## src/hw/rtl/tshi_pkg.sv

```systemverilog
// ----------------------------------------------------------------------------
// tshi_pkg: shared types and constants
// Grid sizes, datapath widths and smoothstep weight function for the
// sub-cell height interpolator. Grid sizes must be powers of two.
// ----------------------------------------------------------------------------
`default_nettype none
package tshi_pkg;

    localparam int SIZE_X = 8;
    localparam int SIZE_Z = 8;
    localparam int SIZE_M = (SIZE_X > SIZE_Z) ? SIZE_X : SIZE_Z;

    localparam int IN_W   = 16;
    localparam int X_W    = $clog2(SIZE_X);
    localparam int Z_W    = $clog2(SIZE_Z);
    localparam int IDX_W  = 3;

    localparam int P_C    = 2 * SIZE_X;
    localparam int Q_C    = 2 * SIZE_Z;
    localparam int PQ_C   = P_C * Q_C;
    localparam int P3_C   = P_C * P_C * P_C;
    localparam int Q3_C   = Q_C * Q_C * Q_C;

    // corner sums and slopes
    localparam int S_W    = IN_W + 2;
    localparam int OFF_W  = $clog2(2 * SIZE_M) + 2;
    localparam int W_W    = $clog2(8 * SIZE_M * SIZE_M * SIZE_M + 1);
    localparam int N_W    = S_W + 2 * $clog2(2 * SIZE_M) + 3;
    localparam int ROW_W  = N_W + W_W;
    localparam int NUM_W  = ROW_W + W_W;
    localparam int DEN_SH = 2 + 4 * $clog2(P_C) + 4 * $clog2(Q_C);

    typedef logic signed [S_W-1:0]   sval_t;
    typedef logic signed [OFF_W-1:0] off_t;
    typedef logic [W_W-1:0]          wgt_t;
    typedef logic signed [N_W-1:0]   plane_t;
    typedef logic signed [ROW_W-1:0] row_t;
    typedef logic signed [NUM_W-1:0] num_t;

    typedef struct packed {
        sval_t s1, s2, s3, s4;
        sval_t aau, aav, abu, abv;
        sval_t bau, bav, bbu, bbv;
    } coef_t;

    typedef struct packed {
        logic [X_W-1:0] x;
        logic [Z_W-1:0] z;
        logic           last;
    } tag_t;

    // smoothstep numerator p*p*(3P-2p), p = 2*idx+1, P = 2*size
    function automatic wgt_t fade(input int idx, input int size);
        int p;
        int pp;
        p  = 2 * idx + 1;
        pp = 2 * size;
        return W_W'(p * p * (3 * pp - 2 * p));
    endfunction

endpackage
`default_nettype wire

```

## src/hw/rtl/tshi_blend_cell.sv

```systemverilog
// ----------------------------------------------------------------------------
// tshi_blend_cell: weighted blend of two values
// Registers a*wc + b*w, where w + wc is the full weight.
// ----------------------------------------------------------------------------
`default_nettype none
module tshi_blend_cell (
    input  wire logic            aclk,
    input  wire logic            en,
    input  wire tshi_pkg::row_t  a,
    input  wire tshi_pkg::row_t  b,
    input  wire tshi_pkg::wgt_t  w,
    input  wire tshi_pkg::wgt_t  wc,
    output tshi_pkg::num_t       y_reg
);
    import tshi_pkg::*;

    num_t y_next;

    always_comb begin
        y_next = num_t'(a) * num_t'($signed({1'b0, wc}))
               + num_t'(b) * num_t'($signed({1'b0, w}));
    end

    always_ff @(posedge aclk) begin
        if (en) begin
            y_reg <= y_next;
        end
    end
endmodule
`default_nettype wire

```

## config.mk

```make
export PLATFORM = sky130hd
export DESIGN_NAME = tshi_blend_cell
export DESIGN_NICKNAME = d
export VERILOG_FILES = /design/src/hw/rtl/tshi_pkg.sv /design/src/hw/rtl/tshi_blend_cell.sv
export SDC_FILE = /design/constraint.sdc
export NUM_CORES = 2
export LEC_CHECK = 0
export BUFFER_PORTS_ARGS = -buffer_cell sky130_fd_sc_hd__buf_2
export CORE_MARGIN = 2
export CORE_UTILIZATION = 30
export CTS_BUF_LIST = sky130_fd_sc_hd__clkbuf_16
export DETAILED_ROUTE_END_ITERATION = 10
export PLACE_DENSITY = 0.46
export SLEW_MARGIN = 40
export SYNTH_ARGS = -nofsm -noshare
export SYNTH_HDL_FRONTEND = slang
export SYNTH_SLANG_ARGS = --single-unit
export TNS_END_PERCENT = 1
```

## constraint.sdc

```tcl
create_clock -name aclk -period 10.4 [get_ports aclk]
set_input_delay 2.08 -clock aclk [delete_from_list [all_inputs] [get_ports aclk]]
set_output_delay 2.08 -clock aclk [all_outputs]
set_load 0.03 [all_outputs]
```

==> flow_metrics.py <==
metrics = {
    "floorplan": {
        "coreArea_um2": 127800,
        "start_util": 0.3028,
        "die_w_um": 363.2,
        "ios": 167,
        "die_area_um2": 131900,
        "die_h_um": 363.2,
        "rows": 131,
    },
    "detailed_routing": {
        "drt-vias-per-instance": 4.477,
        "drc": 0,
        "highest_layer": "met5",
        "drt.antenna.violating_nets": 0,
        "drt_iter0_markers": 1245,
        "met2WireLength_um": 58240,
        "firstDrtPassIters": 5,
        "wl_per_cell_um": 19.89,
        "drt-met1-wl_um": 49430,
        "finalWirelength_um": 115300,
        "vias": 25960,
        "wl_met3_um": 4899,
    },
    "cells_and_area": {
        "largest_register_ffs": 55,
        "drive_above_1_share": 0.05770,
        "nets": 5503,
        "areaGrowthSynthToFinish_pct": 6.961,
        "n_fill_cell": 13510,
    },
    "yosys": {
        "async_reset_ff_frac": 0,
        "synth-warning-count": 0,
        "synth_top_area_frac": 0.5522,
        "syn_area_per_cell_um2": 9.413,
        "synthFlopType": "edfxtp_1",
        "synth_common_cells": "inv_1, fa_1, and2_1, nand2_1, ha_1",
        "synth_edf_count": 55,
        "ys_types": 59,
        "synth.net_count": 5492,
        "synthCells": 4113,
        "synth_area_leader_cell": "fa_1",
        "ys_seq_elements": 55,
        "synth_area_um2": 38720,
        "ys_top_cells_by_area": "fa_1, inv_1, and2_1",
        "ys_seq_area_frac": 0.04266,
        "synth.most_common_cell": "inv_1",
    },
    "sta": {
        "slew_violations": 0,
        "worst_pin_slew_ps": 866.3,
        "fmax_mhz": 104.8,
        "hold_slack_ps": 2205,
        "period_share": 0.9174,
        "finalHoldViolCount": 0,
        "setup_tns_ps": 0,
        "rsz0062_at_grt": "false",
        "relSlewSlack": 0.4225,
        "setup_violations": 0,
        "period_minus_slack_ps": 9541,
    },
    "place": {
        "dp_hpwl_um": 98330,
        "port_buffers": 166,
        "place.gp.congestion": 0.8148,
    },
    "global_route": {
        "grt_pass1_vias": 28910,
        "grt_pass1_wl_um": 179200,
        "grt_max_degree": 43,
        "grt_overflow": 0,
        "antenna_found_initial": 25,
        "track_usage": 0.1820,
    },
    "cts": {
        "cts.path.max_buffers": 2,
        "cts_tree": "built",
        "cts_num_sinks": 55,
        "numCtsBuffers": 5,
        "clk_pin_slew_ps": 90,
        "cts-root-buf": "clkbuf_16",
        "ctsHoldBuffers": 0,
        "postCtsSetupBuffers": 0,
        "cts_htree_levels": 2,
        "cts_resized": 0,
    },
    "worst_setup_path": {
        "cp-start-kind": "primary input",
        "crit_required_ps": 10500,
        "crit_type": "in2reg",
        "critical_path_arrival_ps": 9640,
        "critPathCaptureType": "register",
        "crit_fanout": 17,
    },
    "hold_path": {
        "holdPathStages": 1,
        "hold_path_end": "y_reg[28]$_DFFE_PP_",
        "holdCritPathClass": "in2reg",
        "hold_start": "en",
    },
    "run": {
        "maxCapViolCount": 0,
    },
    "status": {
        "status": "finished, final reports clean",
    },
}
-- worst max path at each step --
stage / startpoint / endpoint / slack [ps] / cells after the start
2_1_floorplan: wc[4] / y_reg[52]$_DFFE_PP_ / 1930 / 23
3_3_place_gp: w[2] / y_reg[48]$_DFFE_PP_ / 560 / 25
3_5_place_dp: w[8] / y_reg[48]$_DFFE_PP_ / 500 / 24
4_1_cts: w[8] / y_reg[48]$_DFFE_PP_ / 870 / 24
5_1_grt: w[8] / y_reg[48]$_DFFE_PP_ / 630 / 24
6_report: w[8] / y_reg[48]$_DFFE_PP_ / 860 / 24
-- per-stage QoR --
| stage | instances | cell area [um^2] | worst slack (ps) | util |
|---|---|---|---|---|
| floorplan | 4113 | 38720 | 1933 | - |
| global placement | 5779 | 41180 | 563.2 | 0.3221 |
| detailed placement | 5779 | 41190 | 505.0 | 0.3222 |
| CTS | 5787 | 41380 | 867.4 | 0.3237 |
| global route | 5790 | 41390 | 633.3 | 0.3238 |
| finish | 5797 | 41410 | 858.8 | 0.3239 |
-- routing by layer --
layer	vias up	track usage
li1	11570	-
met1	13810	0.2411
met2	477	0.3202
met3	90	0.01671
met4	6	0.04328
met5	-	0
-- worst max-delay path, cell delays in order --
cell	delay (ps)
buf_2	570
buf_4	260
nand2_1	70
fa_1	550
inv_1	60
fa_1	550
fa_1	460
fa_1	520
fa_1	440
fa_1	520
inv_1	50
fa_1	490
inv_1	40
ha_1	420
nand4_2	160
or4_1	540
o21bai_1	240
a31o_1	450
a31oi_4	350
buf_4	220
o21ai_2	70
a21oi_2	180
a311o_1	200
xor2_1	70
-- final cells by class --
cell class	count	area (um^2)	share of cell area
multi-input cells	2689	31890	0.7702
inverters	1168	4384	0.1059
well taps	1662	2079	0.05021
flip-flops and latches	55	1652	0.03988
repair buffers	205	1189	0.02870
clock buffers	5	125.1	0.003021
clock inverters	3	63.81	0.001541
diodes	10	25.02	0.0006043
-- cells by family (layout without fill, tap and decap cells) --
group,after synthesis,count (layout),share of synthesized area
AO/OA/AOI/OAI,162,162,0.02886
XOR/XNOR,65,65,0.01470
adder cells (fa/ha/maj),1267,1267,0.6165
buffers and inverters,1369,1381,0.1337
flip-flops,55,55,0.04266
other,0,10,0
AND/OR/NAND/NOR,1195,1195,0.1636
-- cell usage in the layout (no fill, tap or decap), drive strengths merged, types with 2 or more instances in the layout --
cell | Yosys | layout
xnor2 | 45 | 45
and4 | 2 | 2
a21o | 41 | 41
bufinv | 0 | 2
and3 | 7 | 7
nand4 | 9 | 9
o31ai | 3 | 3
o21a | 3 | 3
nand2 | 434 | 434
nor2 | 23 | 23
a31o | 2 | 2
and2 | 687 | 687
a21boi | 2 | 2
ha | 199 | 199
buf | 7 | 205
nand3 | 13 | 13
clkbuf | 193 | 5
a311oi | 2 | 2
xor2 | 20 | 20
a211oi | 4 | 4
o211ai | 3 | 3
inv | 1168 | 1169
nor2b | 2 | 2
a211o | 2 | 2
nand2b | 3 | 3
a311o | 2 | 2
or3 | 2 | 2
a221oi | 3 | 3
fa | 1068 | 1068
or2 | 2 | 2
a31oi | 11 | 11
diode | 0 | 10
a21oi | 49 | 49
edfxtp | 55 | 55
nor3 | 8 | 8
o21bai | 10 | 10
o21ai | 19 | 19
Power is left out: the tool's default activity adds up to more than one toggle a clock period on the data nets, which glitch-free logic cannot reach.
