[src/hw/rtl/tshi_pkg.sv]
// ----------------------------------------------------------------------------
// tshi_pkg: shared types and constants
// Grid sizes, datapath widths and smoothstep weight function for the
// sub-cell height interpolator. Grid sizes must be powers of two.
// ----------------------------------------------------------------------------
`default_nettype none
package tshi_pkg;

    localparam int SIZE_X = 8;
    localparam int SIZE_Z = 8;
    localparam int SIZE_M = (SIZE_X > SIZE_Z) ? SIZE_X : SIZE_Z;

    localparam int IN_W   = 16;
    localparam int X_W    = $clog2(SIZE_X);
    localparam int Z_W    = $clog2(SIZE_Z);
    localparam int IDX_W  = 3;

    localparam int P_C    = 2 * SIZE_X;
    localparam int Q_C    = 2 * SIZE_Z;
    localparam int PQ_C   = P_C * Q_C;
    localparam int P3_C   = P_C * P_C * P_C;
    localparam int Q3_C   = Q_C * Q_C * Q_C;

    // corner sums and slopes
    localparam int S_W    = IN_W + 2;
    localparam int OFF_W  = $clog2(2 * SIZE_M) + 2;
    localparam int W_W    = $clog2(8 * SIZE_M * SIZE_M * SIZE_M + 1);
    localparam int N_W    = S_W + 2 * $clog2(2 * SIZE_M) + 3;
    localparam int ROW_W  = N_W + W_W;
    localparam int NUM_W  = ROW_W + W_W;
    localparam int DEN_SH = 2 + 4 * $clog2(P_C) + 4 * $clog2(Q_C);

    typedef logic signed [S_W-1:0]   sval_t;
    typedef logic signed [OFF_W-1:0] off_t;
    typedef logic [W_W-1:0]          wgt_t;
    typedef logic signed [N_W-1:0]   plane_t;
    typedef logic signed [ROW_W-1:0] row_t;
    typedef logic signed [NUM_W-1:0] num_t;

    typedef struct packed {
        sval_t s1, s2, s3, s4;
        sval_t aau, aav, abu, abv;
        sval_t bau, bav, bbu, bbv;
    } coef_t;

    typedef struct packed {
        logic [X_W-1:0] x;
        logic [Z_W-1:0] z;
        logic           last;
    } tag_t;

    // smoothstep numerator p*p*(3P-2p), p = 2*idx+1, P = 2*size
    function automatic wgt_t fade(input int idx, input int size);
        int p;
        int pp;
        p  = 2 * idx + 1;
        pp = 2 * size;
        return W_W'(p * p * (3 * pp - 2 * p));
    endfunction

endpackage
`default_nettype wire

[src/hw/rtl/tshi_plane_cell.sv]
// ----------------------------------------------------------------------------
// tshi_plane_cell: one plane numerator
// Forms S*P*Q + 2Q*du*ou + 2P*dv*ov and registers it.
// ----------------------------------------------------------------------------
`default_nettype none
module tshi_plane_cell (
    input  wire logic             aclk,
    input  wire logic             en,
    input  wire tshi_pkg::sval_t  s,
    input  wire tshi_pkg::sval_t  du,
    input  wire tshi_pkg::sval_t  dv,
    input  wire tshi_pkg::off_t   ou,
    input  wire tshi_pkg::off_t   ov,
    output tshi_pkg::plane_t      n_reg
);
    import tshi_pkg::*;

    plane_t n_next;

    always_comb begin
        n_next = plane_t'(s) * plane_t'(PQ_C)
               + plane_t'(du) * plane_t'(ou) * plane_t'(2 * Q_C)
               + plane_t'(dv) * plane_t'(ov) * plane_t'(2 * P_C);
    end

    always_ff @(posedge aclk) begin
        if (en) begin
            n_reg <= n_next;
        end
    end
endmodule
`default_nettype wire

[config.mk]
export PLATFORM = sky130hd
export DESIGN_NAME = tshi_plane_cell
export DESIGN_NICKNAME = d
export VERILOG_FILES = /design/src/hw/rtl/tshi_pkg.sv /design/src/hw/rtl/tshi_plane_cell.sv
export SDC_FILE = /design/constraint.sdc
export NUM_CORES = 1
export LEC_CHECK = 0
export BUFFER_PORTS_ARGS = -buffer_cell sky130_fd_sc_hd__buf_2
export CORE_MARGIN = 2
export CORE_UTILIZATION = 55
export CTS_CLUSTER_DIAMETER = 120
export DETAILED_ROUTE_END_ITERATION = 6
export HOLD_SLACK_MARGIN = 0.06
export MAX_ROUTING_LAYER = met4
export PLACE_DENSITY = 0.82
export SLEW_MARGIN = 5
export SYNTH_ARGS = -nofsm -noshare
export SYNTH_HDL_FRONTEND = slang
export SYNTH_SLANG_ARGS = --single-unit
[constraint.sdc]
create_clock -name aclk -period 8.2 [get_ports aclk]
set_input_delay 0.41 -clock aclk [delete_from_list [all_inputs] [get_ports aclk]]
set_output_delay 0.41 -clock aclk [all_outputs]
set_load 0.02 [all_outputs]
==> run_summary.xml, run 1 <==
<?xml version="1.0" encoding="UTF-8"?>
<metrics>
  <group name="sta">
    <metric name="totalNegativeSetupSlack" unit="ps">0</metric>
    <metric name="finalCriticalPeriod" unit="ps">7020</metric>
    <metric name="relSlewSlack" unit="">0.608</metric>
    <metric name="setup_viol_count_final" unit="">0</metric>
    <metric name="rsz0062_at_grt" unit="">false</metric>
    <metric name="timing_worst_slew_pin_value" unit="ps">587</metric>
    <metric name="timing.final.max_slew_violations" unit="">0</metric>
    <metric name="finalHoldViolCount" unit="">0</metric>
    <metric name="max_freq" unit="MHz">143</metric>
    <metric name="post-route-period-util" unit="">0.856</metric>
    <metric name="hold_slack" unit="ps">665</metric>
  </group>
  <group name="logic_synthesis">
    <metric name="synth_top_area_frac" unit="">0.368</metric>
    <metric name="synth.yosys.seq_area_share" unit="">0.0783</metric>
    <metric name="ys.flop_type" unit="">sky130_fd_sc_hd__edfxtp_1</metric>
    <metric name="synth_largest_area_cell" unit="">sky130_fd_sc_hd__fa_1</metric>
    <metric name="avgSynthCellArea" unit="um2">9.53</metric>
    <metric name="netlist_instances" unit="">966</metric>
    <metric name="synth-edff-count" unit="">24</metric>
    <metric name="ys_ff_latch" unit="">24</metric>
    <metric name="synth-warning-count" unit="">0</metric>
    <metric name="ys_top_cells_by_count" unit="">sky130_fd_sc_hd__fa_1 (169), sky130_fd_sc_hd__inv_1 (152), sky130_fd_sc_hd__and2_1 (148)</metric>
    <metric name="synthTopCellsByArea" unit="">sky130_fd_sc_hd__fa_1 (37%), sky130_fd_sc_hd__ha_1 (16%), sky130_fd_sc_hd__and2_1 (10%)</metric>
    <metric name="synthMostInstantiatedCell" unit="">sky130_fd_sc_hd__fa_1</metric>
    <metric name="synth.cell_area" unit="mm2">0.00921</metric>
    <metric name="ys_async_sr_fraction" unit="">0</metric>
    <metric name="post_synth_num_cell_types" unit="">50</metric>
  </group>
  <group name="die">
    <metric name="boundaryPins" unit="">97</metric>
    <metric name="coreArea" unit="mm2">0.0165</metric>
    <metric name="num_rows" unit="">47</metric>
    <metric name="die_w" unit="um">133</metric>
    <metric name="floorplan.die_area" unit="mm2">0.0178</metric>
    <metric name="floorplan.initialDensity" unit="">0.559</metric>
    <metric name="die_height" unit="um">133</metric>
  </group>
  <group name="setup_path">
    <metric name="cp_data_required_time" unit="ps">8200</metric>
    <metric name="worstPathMaxFanout" unit="">18</metric>
    <metric name="critical-path-top-delay-family" unit="">adder cells</metric>
    <metric name="critical_path.n_buffers_inverters" unit="">6</metric>
    <metric name="startpoint_type" unit="">input port</metric>
    <metric name="worstSetupStartpoint" unit="">ou[0]</metric>
    <metric name="criticalPathCategory" unit="">in2reg</metric>
    <metric name="worstPathArrival" unit="ps">7020</metric>
    <metric name="critical_path.slowest_cell" unit="">sky130_fd_sc_hd__fa_1</metric>
    <metric name="worst_setup_ep_type" unit="">flop</metric>
    <metric name="max_stage_delay" unit="ps">540</metric>
    <metric name="cp_common_cell" unit="">sky130_fd_sc_hd__fa_1</metric>
  </group>
  <group name="clock_tree">
    <metric name="cts.sink_count" unit="">24</metric>
    <metric name="clkSlewWorstSetupHoldPaths" unit="ps">70</metric>
    <metric name="cts_tree" unit="">yes</metric>
    <metric name="htreeDepth" unit="">1</metric>
    <metric name="post_cts_buffers" unit="">0</metric>
    <metric name="cts_hold_repair.buffers" unit="">0</metric>
    <metric name="post_cts_resize_count" unit="">0</metric>
    <metric name="root_buffer_cell" unit="">sky130_fd_sc_hd__clkbuf_16</metric>
    <metric name="numCtsBuffers" unit="">3</metric>
    <metric name="number_of_buffers_between_clock_root_and_the_deepest_sink" unit="">2</metric>
  </group>
  <group name="route">
    <metric name="post-route-drc-count" unit="">0</metric>
    <metric name="route.detailed.vias_per_inst" unit="">5.36</metric>
    <metric name="starting_drc_count_in_detailed_routing" unit="">253</metric>
    <metric name="totalWireLength" unit="mm">18.4</metric>
    <metric name="final_antenna_net_count" unit="">0</metric>
    <metric name="wl_per_cell" unit="um">14.5</metric>
    <metric name="dr.pass1.iters" unit="">7</metric>
    <metric name="num_vias" unit="">6790</metric>
  </group>
  <group name="final_layout">
    <metric name="area_growth_from_synthesis_to_layout" unit="%">8.26</metric>
    <metric name="final_core_utilization" unit="">0.605</metric>
    <metric name="nets" unit="">1399</metric>
    <metric name="final_cell_count_no_fill" unit="">1266</metric>
    <metric name="n_fill_cell" unit="">1448</metric>
    <metric name="insertedDiodeCount" unit="">0</metric>
    <metric name="layout-drive-gt1-share" unit="">0.102</metric>
    <metric name="largest_register_ff_count" unit="">24</metric>
  </group>
  <group name="global_routing">
    <metric name="grt_max_degree" unit="">25</metric>
    <metric name="grt_pass1_wl" unit="mm">32.0</metric>
    <metric name="grt_use_total" unit="">0.227</metric>
    <metric name="first_global_vias" unit="">7315</metric>
    <metric name="antenna_found_initial" unit="">0</metric>
    <metric name="gr-total-overflow" unit="">0</metric>
  </group>
  <group name="place">
    <metric name="routabilityCongestion" unit="">0.858</metric>
    <metric name="dp.final_hpwl" unit="mm">15.9</metric>
    <metric name="port_buffers" unit="">91</metric>
    <metric name="dp.cells" unit="">1262</metric>
  </group>
  <group name="hold_path">
    <metric name="hold_path.startpoint" unit="">dv[0]</metric>
    <metric name="hp-class" unit="">in2reg</metric>
  </group>
  <group name="outcome">
    <metric name="run_status" unit="">completed</metric>
  </group>
  <group name="flow_run">
    <metric name="drv.max_cap_violation_count" unit="">0</metric>
  </group>
</metrics>
path summary, 6_finish.rpt:
check | to | slack, ps | cells past startpoint
max | n_reg[28] | 1180 | 30
min | n_reg[5] | 670 | 3
final cells by class:
type	instances	area, um2	share of cell area
Sequential cell	24	721	0.0723
Clock inverter	1	30.0	0.00301
Multi-Input combinational cell	775	7840	0.787
Inverter	152	571	0.0573
Timing Repair Buffer	91	455	0.0457
Clock buffer	3	75.1	0.00753
Tap cell	220	275	0.0276
routing by layer:
metal / GRT usage / share of wire / routed length, um
met1: 0.265 / 0.41 / 7440
met2: 0.415 / 0.53 / 9640
met3: 0.0251 / 0.039 / 711
met4: 0.0609 / 0.030 / 557
met5: - / 0 / 0
through the flow:
stage / area, um2 / setup WS [ps]
after floorplan: 9220 / 1520
after global placement: 9860 / 1150
after detailed placement: 9860 / 938
after CTS: 9970 / 1170
after global routing: 9970 / 763
final: 9970 / 1180
cell usage in the layout, fill, tap and decap left out, types with 4 or more instances in the layout:
cell                       instances
sky130_fd_sc_hd__ha_1            115
sky130_fd_sc_hd__nand2b_1         18
sky130_fd_sc_hd__nand3_1           6
sky130_fd_sc_hd__and2_1          148
sky130_fd_sc_hd__a21oi_1          37
sky130_fd_sc_hd__nand2_1          49
sky130_fd_sc_hd__o21ai_0          22
sky130_fd_sc_hd__o21bai_1          4
sky130_fd_sc_hd__nor2_1           53
sky130_fd_sc_hd__buf_2            91
sky130_fd_sc_hd__a31oi_1           5
sky130_fd_sc_hd__xor2_1           29
sky130_fd_sc_hd__o21a_1            8
sky130_fd_sc_hd__nor3_1            8
sky130_fd_sc_hd__nand4_1           4
sky130_fd_sc_hd__a21o_1           18
sky130_fd_sc_hd__conb_1            5
sky130_fd_sc_hd__xnor2_1          38
sky130_fd_sc_hd__inv_1           152
sky130_fd_sc_hd__edfxtp_1         24
sky130_fd_sc_hd__fa_1            169
logic make-up (layout without fill, tap and decap cells):
logic type | count (synthesis) | after routing | share of synthesized area
flip-flops | 24 | 24 | 0.0783
other | 1 | 5 | 0.000407
AND/OR/NAND/NOR | 299 | 299 | 0.175
XOR/XNOR | 68 | 68 | 0.0663
AO/OA/AOI/OAI | 119 | 119 | 0.0848
adder cells (fa/ha/maj) | 284 | 284 | 0.524
buffers and inverters | 171 | 247 | 0.0718
Power of run 1 is left out: the tool's default activity adds up to more than one toggle a clock period on the data nets, which glitch-free logic cannot reach.
==> inputs of run 2 (changes only) <==
- clock period: 8.2 -> 7.6 ns (I/O delays scaled with it)
==> run_summary.xml, run 2 (synthesized netlist as in run 1, its figures left out) <==
<?xml version="1.0" encoding="UTF-8"?>
<metrics>
  <group name="outcome">
    <metric name="run_status" unit="">completed</metric>
  </group>
  <group name="route">
    <metric name="totalWireLength" unit="mm">18.2</metric>
    <metric name="post-route-drc-count" unit="">0</metric>
    <metric name="final_antenna_net_count" unit="">0</metric>
    <metric name="wl_per_cell" unit="um">14.4</metric>
    <metric name="num_vias" unit="">6763</metric>
    <metric name="dr.pass1.iters" unit="">5</metric>
    <metric name="starting_drc_count_in_detailed_routing" unit="">255</metric>
    <metric name="route.detailed.vias_per_inst" unit="">5.34</metric>
  </group>
  <group name="setup_path">
    <metric name="startpoint_type" unit="">input port</metric>
    <metric name="worstPathArrival" unit="ps">6990</metric>
    <metric name="worst_setup_ep_type" unit="">flop</metric>
    <metric name="critical_path.slowest_cell" unit="">sky130_fd_sc_hd__fa_1</metric>
    <metric name="max_stage_delay" unit="ps">540</metric>
    <metric name="cp_common_cell" unit="">sky130_fd_sc_hd__fa_1</metric>
    <metric name="cp_data_required_time" unit="ps">7600</metric>
    <metric name="worstPathMaxFanout" unit="">18</metric>
    <metric name="criticalPathCategory" unit="">in2reg</metric>
  </group>
  <group name="final_layout">
    <metric name="layout-drive-gt1-share" unit="">0.103</metric>
    <metric name="final_cell_mix" unit="">sky130_fd_sc_hd__fa_1 (169), sky130_fd_sc_hd__inv_1 (152), sky130_fd_sc_hd__and2_1 (148), sky130_fd_sc_hd__ha_1 (115), sky130_fd_sc_hd__buf_2 (91)</metric>
    <metric name="n_fill_cell" unit="">1426</metric>
    <metric name="largest_register_ff_count" unit="">24</metric>
    <metric name="final_core_utilization" unit="">0.606</metric>
    <metric name="mostFrequentLayoutCell" unit="">sky130_fd_sc_hd__fa_1</metric>
    <metric name="multi_input_gate_area_in_the_final_layout" unit="mm2">0.00784</metric>
    <metric name="area_growth_from_synthesis_to_layout" unit="%">8.35</metric>
    <metric name="insertedDiodeCount" unit="">0</metric>
    <metric name="final_cell_count_no_fill" unit="">1267</metric>
    <metric name="nets" unit="">1400</metric>
    <metric name="register_area" unit="um2">721</metric>
  </group>
  <group name="sta">
    <metric name="rsz0062_at_grt" unit="">false</metric>
    <metric name="max_freq" unit="MHz">143</metric>
    <metric name="timing_worst_slew_pin_value" unit="ps">589</metric>
    <metric name="post-route-period-util" unit="">0.920</metric>
    <metric name="relSlewSlack" unit="">0.608</metric>
    <metric name="finalCriticalPeriod" unit="ps">6990</metric>
    <metric name="finalHoldViolCount" unit="">0</metric>
    <metric name="setup_viol_count_final" unit="">0</metric>
    <metric name="totalNegativeSetupSlack" unit="ps">0</metric>
    <metric name="timing.final.max_slew_violations" unit="">0</metric>
  </group>
  <group name="die">
    <metric name="floorplan.initialDensity" unit="">0.559</metric>
    <metric name="num_rows" unit="">47</metric>
    <metric name="coreArea" unit="mm2">0.0165</metric>
    <metric name="floorplan.die_area" unit="mm2">0.0178</metric>
    <metric name="boundaryPins" unit="">97</metric>
    <metric name="die_height" unit="um">133</metric>
    <metric name="die_w" unit="um">133</metric>
  </group>
  <group name="clock_tree">
    <metric name="htreeDepth" unit="">1</metric>
    <metric name="clkSlewWorstSetupHoldPaths" unit="ps">60</metric>
    <metric name="root_buffer_cell" unit="">sky130_fd_sc_hd__clkbuf_16</metric>
    <metric name="post_cts_resize_count" unit="">0</metric>
    <metric name="cts.sink_count" unit="">24</metric>
    <metric name="cts_tree" unit="">yes</metric>
    <metric name="number_of_buffers_between_clock_root_and_the_deepest_sink" unit="">2</metric>
    <metric name="numCtsBuffers" unit="">3</metric>
    <metric name="post_cts_buffers" unit="">0</metric>
    <metric name="cts_hold_repair.buffers" unit="">0</metric>
  </group>
  <group name="global_routing">
    <metric name="grt_use_total" unit="">0.225</metric>
    <metric name="grt_max_degree" unit="">25</metric>
    <metric name="grt_pass1_wl" unit="mm">32.0</metric>
    <metric name="gr-total-overflow" unit="">0</metric>
    <metric name="first_global_vias" unit="">7228</metric>
    <metric name="antenna_found_initial" unit="">0</metric>
  </group>
  <group name="hold_path">
    <metric name="hold_path.startpoint" unit="">dv[0]</metric>
    <metric name="whs_path_depth" unit="">3</metric>
    <metric name="hp-class" unit="">in2reg</metric>
    <metric name="timing.hold.worst_endpoint" unit="">n_reg[5]</metric>
  </group>
  <group name="place">
    <metric name="port_buffers" unit="">91</metric>
    <metric name="routabilityCongestion" unit="">0.864</metric>
    <metric name="dp.final_hpwl" unit="mm">15.7</metric>
    <metric name="dp.cells" unit="">1263</metric>
  </group>
  <group name="flow_run">
    <metric name="drv.max_cap_violation_count" unit="">0</metric>
  </group>
</metrics>
==> run 2: worst max path at each step <==
stage	start	end	cells past startpoint
floorplan	ou[0]	n_reg[28]	30
global placement	ou[0]	n_reg[28]	30
detailed placement	ou[0]	n_reg[28]	30
CTS	ou[0]	n_reg[28]	30
global route	ou[0]	n_reg[28]	30
finish	ou[0]	n_reg[28]	30
==> run 2: through the flow <==
step           area [um2]  setup WS [ps]  hold WS [ps]
6_report             9970            609           632
5_1_grt              9970            148           664
4_1_cts              9970            646           638
3_5_place_dp         9870            390           822
3_3_place_gp         9870            565           822
2_1_floorplan        9220            955           492
==> run 2: cell type report <==
cell class | instances | share of cell area
sequential | 24 | 0.0723
clock inverter | 1 | 0.00301
tap | 220 | 0.0276
clock buffer | 3 | 0.00753
inverter | 152 | 0.0572
timing repair buffer | 92 | 0.0464
multi-input combinational | 775 | 0.786
==> run 2: critical path: cells and delay by family <==
kind / cells / cell delay, ps
and+or+nand+nor: 2 / 260
xor gates and xnor gates: 3 / 540
AOI/OAI and AO/OA: 12 / 2070
adders and majority gates: 7 / 3280
buffers and inverters: 6 / 450
==> run 2: routing by layer <==
metal,vias to the layer above,GRT usage,part of all wire
met5,-,-,0
met4,0,0.0532,0.028
met3,33,0.0240,0.034
met2,138,0.409,0.51
met1,3375,0.269,0.42
li1,3217,-,-
Power of run 2 is left out for the same reason.
